### src/hdl/spd_pkg.sv
// Shared constants and types for the snowpack density update pipeline
package spd_pkg;

  // fixed-point formats
  localparam int FRAC_BITS = 16;
  localparam int WORK_BITS = 30;

  // field widths
  localparam int DENS_W = 26;
  localparam int WE_W   = 32;
  localparam int RIN_W  = 24;
  localparam int TEMP_W = 17;
  localparam int COEF_W = 16;

  // exponential unit: Taylor terms, squarings, latency
  localparam int TERMS   = 12;
  localparam int SQUARES = 5;
  localparam int EXP_LAT = 1 + 3 * TERMS + 2 + SQUARES + 1;
  localparam int EXP_X_W = 25;
  localparam int EXP_E_W = FRAC_BITS + 1;

  // mass-weighted division
  localparam int SUM_W = WE_W + 1;
  localparam int NUM_W = 60;
  localparam int QUO_W = 27;

  // 273.15 K in Q9.8
  localparam logic [TEMP_W-1:0] KELVIN_Q8 = 17'd69926;

  // configuration register map
  typedef enum logic [1:0] {
    REG_FRESH = 2'd0,
    REG_MAX   = 2'd1,
    REG_SENS  = 2'd2,
    REG_BASE  = 2'd3
  } reg_idx_t;

  typedef struct packed {
    logic             valid;
    logic [NUM_W-1:0] num;
    logic [SUM_W-1:0] den;
  } div_in_t;

  typedef struct packed {
    logic             valid;
    logic [QUO_W-1:0] quo;
    logic [SUM_W-1:0] den;
  } div_out_t;

endpackage

### src/hdl/spd_div.sv
// Pipelined restoring divider, one quotient bit per stage
module spd_div import spd_pkg::*; (
  input  logic     clk,
  input  logic     rst_n,
  input  logic     adv,
  input  div_in_t  din,
  output div_out_t dout
);

  typedef struct packed {
    logic             valid;
    logic [SUM_W-1:0] rem;
    logic [NUM_W-1:0] num;
    logic [QUO_W-1:0] quo;
    logic [SUM_W-1:0] den;
  } dst_t;

  dst_t st_r [QUO_W];

  for (genvar i = 0; i < QUO_W; i++) begin : g_bit
    localparam int B = QUO_W - 1 - i;
    dst_t         prv, nxt;
    logic [SUM_W:0] t;
    logic           ge;

    // quotient fits QUO_W bits, so the top numerator bits start below den
    if (i == 0) begin : g_first
      always_comb begin
        prv       = '0;
        prv.valid = din.valid;
        prv.rem   = din.num[NUM_W-1:QUO_W];
        prv.num   = din.num;
        prv.den   = din.den;
      end
    end else begin : g_next
      assign prv = st_r[i-1];
    end

    // shift in one numerator bit, subtract when it fits
    always_comb begin
      nxt      = prv;
      t        = {prv.rem, prv.num[B]};
      ge       = t >= {1'b0, prv.den};
      nxt.rem  = ge ? SUM_W'(t - {1'b0, prv.den}) : t[SUM_W-1:0];
      nxt.quo[B] = ge;
    end

    always_ff @(posedge clk) begin
      if (!rst_n) begin
        st_r[i].valid <= 1'b0;
      end else if (adv) begin
        st_r[i] <= nxt;
      end
    end
  end

  assign dout.valid = st_r[QUO_W-1].valid;
  assign dout.quo   = st_r[QUO_W-1].quo;
  assign dout.den   = st_r[QUO_W-1].den;

endmodule

### config.mk
export PLATFORM = sky130hd
export DESIGN_NAME = spd_div
export DESIGN_NICKNAME = d
export VERILOG_FILES = /design/src/hdl/spd_pkg.sv /design/src/hdl/spd_div.sv
export SDC_FILE = /design/constraint.sdc
export NUM_CORES = 2
export LEC_CHECK = 0
export CAP_MARGIN = 20
export CORE_ASPECT_RATIO = 0.7
export CORE_MARGIN = 2
export CORE_UTILIZATION = 40
export DETAILED_ROUTE_END_ITERATION = 12
export DONT_BUFFER_PORTS = 1
export PLACE_DENSITY = 0.51
export SLEW_MARGIN = 5
export SYNTH_ARGS = -nofsm -noshare
export SYNTH_HDL_FRONTEND = slang
export SYNTH_MEMORY_MAX_BITS = 65536
export SYNTH_SLANG_ARGS = --single-unit
### constraint.sdc
create_clock -name clk -period 183.6 [get_ports clk]
set_clock_uncertainty 0.1 [all_clocks]
set_input_delay 36.72 -clock clk [delete_from_list [all_inputs] [get_ports clk]]
set_output_delay 36.72 -clock clk [all_outputs]
set_load 0.03 [all_outputs]
==> results.cfg <==
[synth]
ys_seq_elements = 2505
ys.flop_type = edfxtp_1
ys_async_sr_fraction = 0
yosys.area.top_type = edfxtp_1
synth_edf_count = 2504
syn-cell-area_sq_mm = 0.130
synth_top_area_frac = 0.577
ys_top_cells_by_area = edfxtp_1, ha_1, a21oi_1
syn_avg_cell_area_sq_um = 11.8
syn_inst = 11000
synth.distinct_cells = 92
synthesis.nets = 12000
ys_seq_area_frac = 0.577
yosys_warnings = 0

[setup_path]
slowest_delay_ps = 830
worstPathMaxFanout = 141
crit-reg2reg-launch = st_r[0][1386]$_DFFE_PP_
critPathRequiredTime_ps = 183940
worstPathBufferInverterCount = 7
cp_data_arrival_time_ps = 42920
cp-end-kind = register
critPathTopFamily = buffers and inverters
crit_chain = and2_4 > buf_4 > buf_4 > buf_12 > buf_4 > buf_4 > buf_4 > buf_4
start_kind = input port
cp_slowest_cell = buf_4
path_common_cell = buf_4
setup.worst_path.start = rst_n
critPathKind = in -> reg

[global_routing]
gr-total-overflow = 0
antenna_found_initial = 22
grt_pass1_wl_um = 521000
grt_max_degree = 172
grt_pass1_vias = 79600
grt.total_usage = 0.207

[clock_tree]
post-cts-setup-buffers = 0
cts_tree = built
clk_pin_slew_ps = 60
clock_sinks = 2505
postCtsHoldBufs = 0
htree_levels = 5
cts-root-buf = clkbuf_16
clkLatencyLatePin_ps = 870
cts_buffers = 277
clockBufferDepth = 4
cts-resized-gates = 0

[pwr]
p_seq_frac = 0.455
ir_drop_mv = 0.00749
p_sw_mw = 0.440
comb_power_share = 0.187
power_density_mw_per_mm2 = 10.8
p_int_mw = 1.12
pwr-share-clk = 0.357
p_sw_frac = 0.282
p_leak_nw = 56.9

[job]
drv_cap = 0

[layout]
instances_no_fill = 15700
final_nets = 12200
final_cell_mix = edfxtp_1, inv_1, a21oi_1, ha_1, nand2_1
final_common_cell = edfxtp_1
synthToLayoutAreaGrowth_pct = 10.8
post-route-cell-area_sq_mm = 0.145
largest_register_ffs = 2505
largestRegisters = st_r (2505)
final_layout_size_suffix_gt1_frac = 0.0666
regMostFlops = st_r

[detailed_routing]
drt_pass1_iterations = 6
post_drt_wl_per_cell_um = 22.4
drc = 0
vias = 85900
initialDrtViolationCount = 9923
wirelength_um = 352000
ant_nets = 0
vias_per_cell = 5.48

[timing]
worst_pin_slew_ps = 1310
rsz0062_at_grt = no
slew_headroom = 0.117
hold_violations = 0
setup_viol = 0
fin_crit_sh = 0.232
finalCriticalPeriod_ps = 42580
max_freq_mhz = 23.5
finalMaxSlewViolations = 0
setup_tns_ps = 0

[die]
rows = 175
die_h_um = 482
coreArea_sq_mm = 0.325
pin_count = 158
fp.dieW_um = 686
start_util = 0.402
die_area_sq_mm = 0.331

[placed_design]
placedCellCount = 15200
post_dp_cell_area_sq_mm = 0.136
gp_congestion = 0.906
dpl.hpwl_um = 267000
numPortBuffers = 0

[worst_hold_path]
worstHoldPathType = reg -> reg
hp-start = st_r[0][681]$_DFFE_PP_

[status]
outcome = finished, final reports clean
Yosys cell counts, types with 13 or more instances:
cell type  instances
nor2_1           606
mux2i_1           17
nand4_1          136
a21o_1           476
o21ai_1           13
o22ai_1           13
a2111oi_0         21
o21a_1            95
a221oi_1          13
a21boi_0          27
and2_1            42
o211ai_1          47
nor3_1           127
edfxtp_1        2504
inv_1           1112
o41ai_1           14
buf_2             22
or2_2             24
or3_1             36
xnor2_1          408
and4_1            19
a31oi_1          101
o21ai_0          744
mux2_1            25
fa_1              26
nand3b_1          13
a311oi_1          14
clkbuf_1         211
a211oi_1          62
mux2_2           177
ha_1             891
nand3_1          153
nor2b_1          106
a31o_2            17
o31ai_1           53
nand2b_1         116
mux2_4            25
nand2_1          792
a21oi_1          916
nor4_1            39
a211o_1           31
xor2_1           333
o21bai_1         129
and3_1            90
nor3b_1           14
power groups by stage:
stage	sequential [mW]	combinational (mW)	clock [mW]
3_5_place_dp	0.722	0.286	0
4_1_cts	0.710	0.288	0.576
2_1_floorplan	0.769	0.212	0
6_report	0.711	0.293	0.557
5_1_grt	0.714	0.323	0.596
3_3_place_gp	0.722	0.283	0
cell type report:
class	count	area (sq um)
fill	29500	180000
inverter	1113	4180
clock buffer	326	7220
antenna	5	12.5
tap	4336	5430
clock inverter	159	1670
sequential	2505	75200
timing repair buffer	75	619
multi-input combinational	7166	50200
cells by family (layout without fill, tap and decap cells):
kind of cell    after synthesis  after routing  synth area share
buf+inv                    1362           1673            0.0398
flops                      2505           2505             0.577
compound gates             2922           2922             0.139
other cells                   0              5                 0
simple gates               2342           2342            0.0840
xor+xnor                    741            741            0.0498
mux                         244            244            0.0216
fa+ha+maj                   917            917            0.0895
through the flow:
stage / total power [mW] / hold WS [ps] / worst slack (ps) / util
floorplan: 0.981 / 300 / 87600 / -
CTS: 1.57 / 294 / 141020 / 0.445
detailed placement: 1.01 / 305 / 140080 / 0.418
finish: 1.56 / 300 / 141020 / 0.445
global route: 1.63 / 310 / 140500 / 0.445
global placement: 1.01 / 300 / 140240 / 0.417
worst reg2reg max path, stage by stage, from the launching register on:
cell and delay [ps]:
edfxtp_1 910, ha_1 610, inv_1 120, fa_1 430
a21oi_1 190, o21ai_0 190, a31o_2 320, a21o_1 250
o211ai_1 440, o21ai_0 280, buf_4 230, a31o_2 290
a21boi_4 230, buf_4 560, mux2_2 680
routing by layer:
metal  track usage  share of wire  up-vias
met4        0.0363          0.016        6
met2         0.246           0.34     2858
li1              -              -    40700
met5             0       0.000097        -
met3        0.0437          0.083      397
met1         0.367           0.56    42000
worst paths after layout:
path                                                 to  slack, ps  cells after the start
worst max-delay path             st_r[0][379]$_DFFE_PP_     141020                      8
worst min-delay path             st_r[0][835]$_DFFE_PP_        300                      0
worst max register to register  st_r[0][1661]$_DFFE_PP_     177410                     14
worst min register to register   st_r[0][835]$_DFFE_PP_        300                      0
Note: power is estimated with default switching activity, not from simulation.
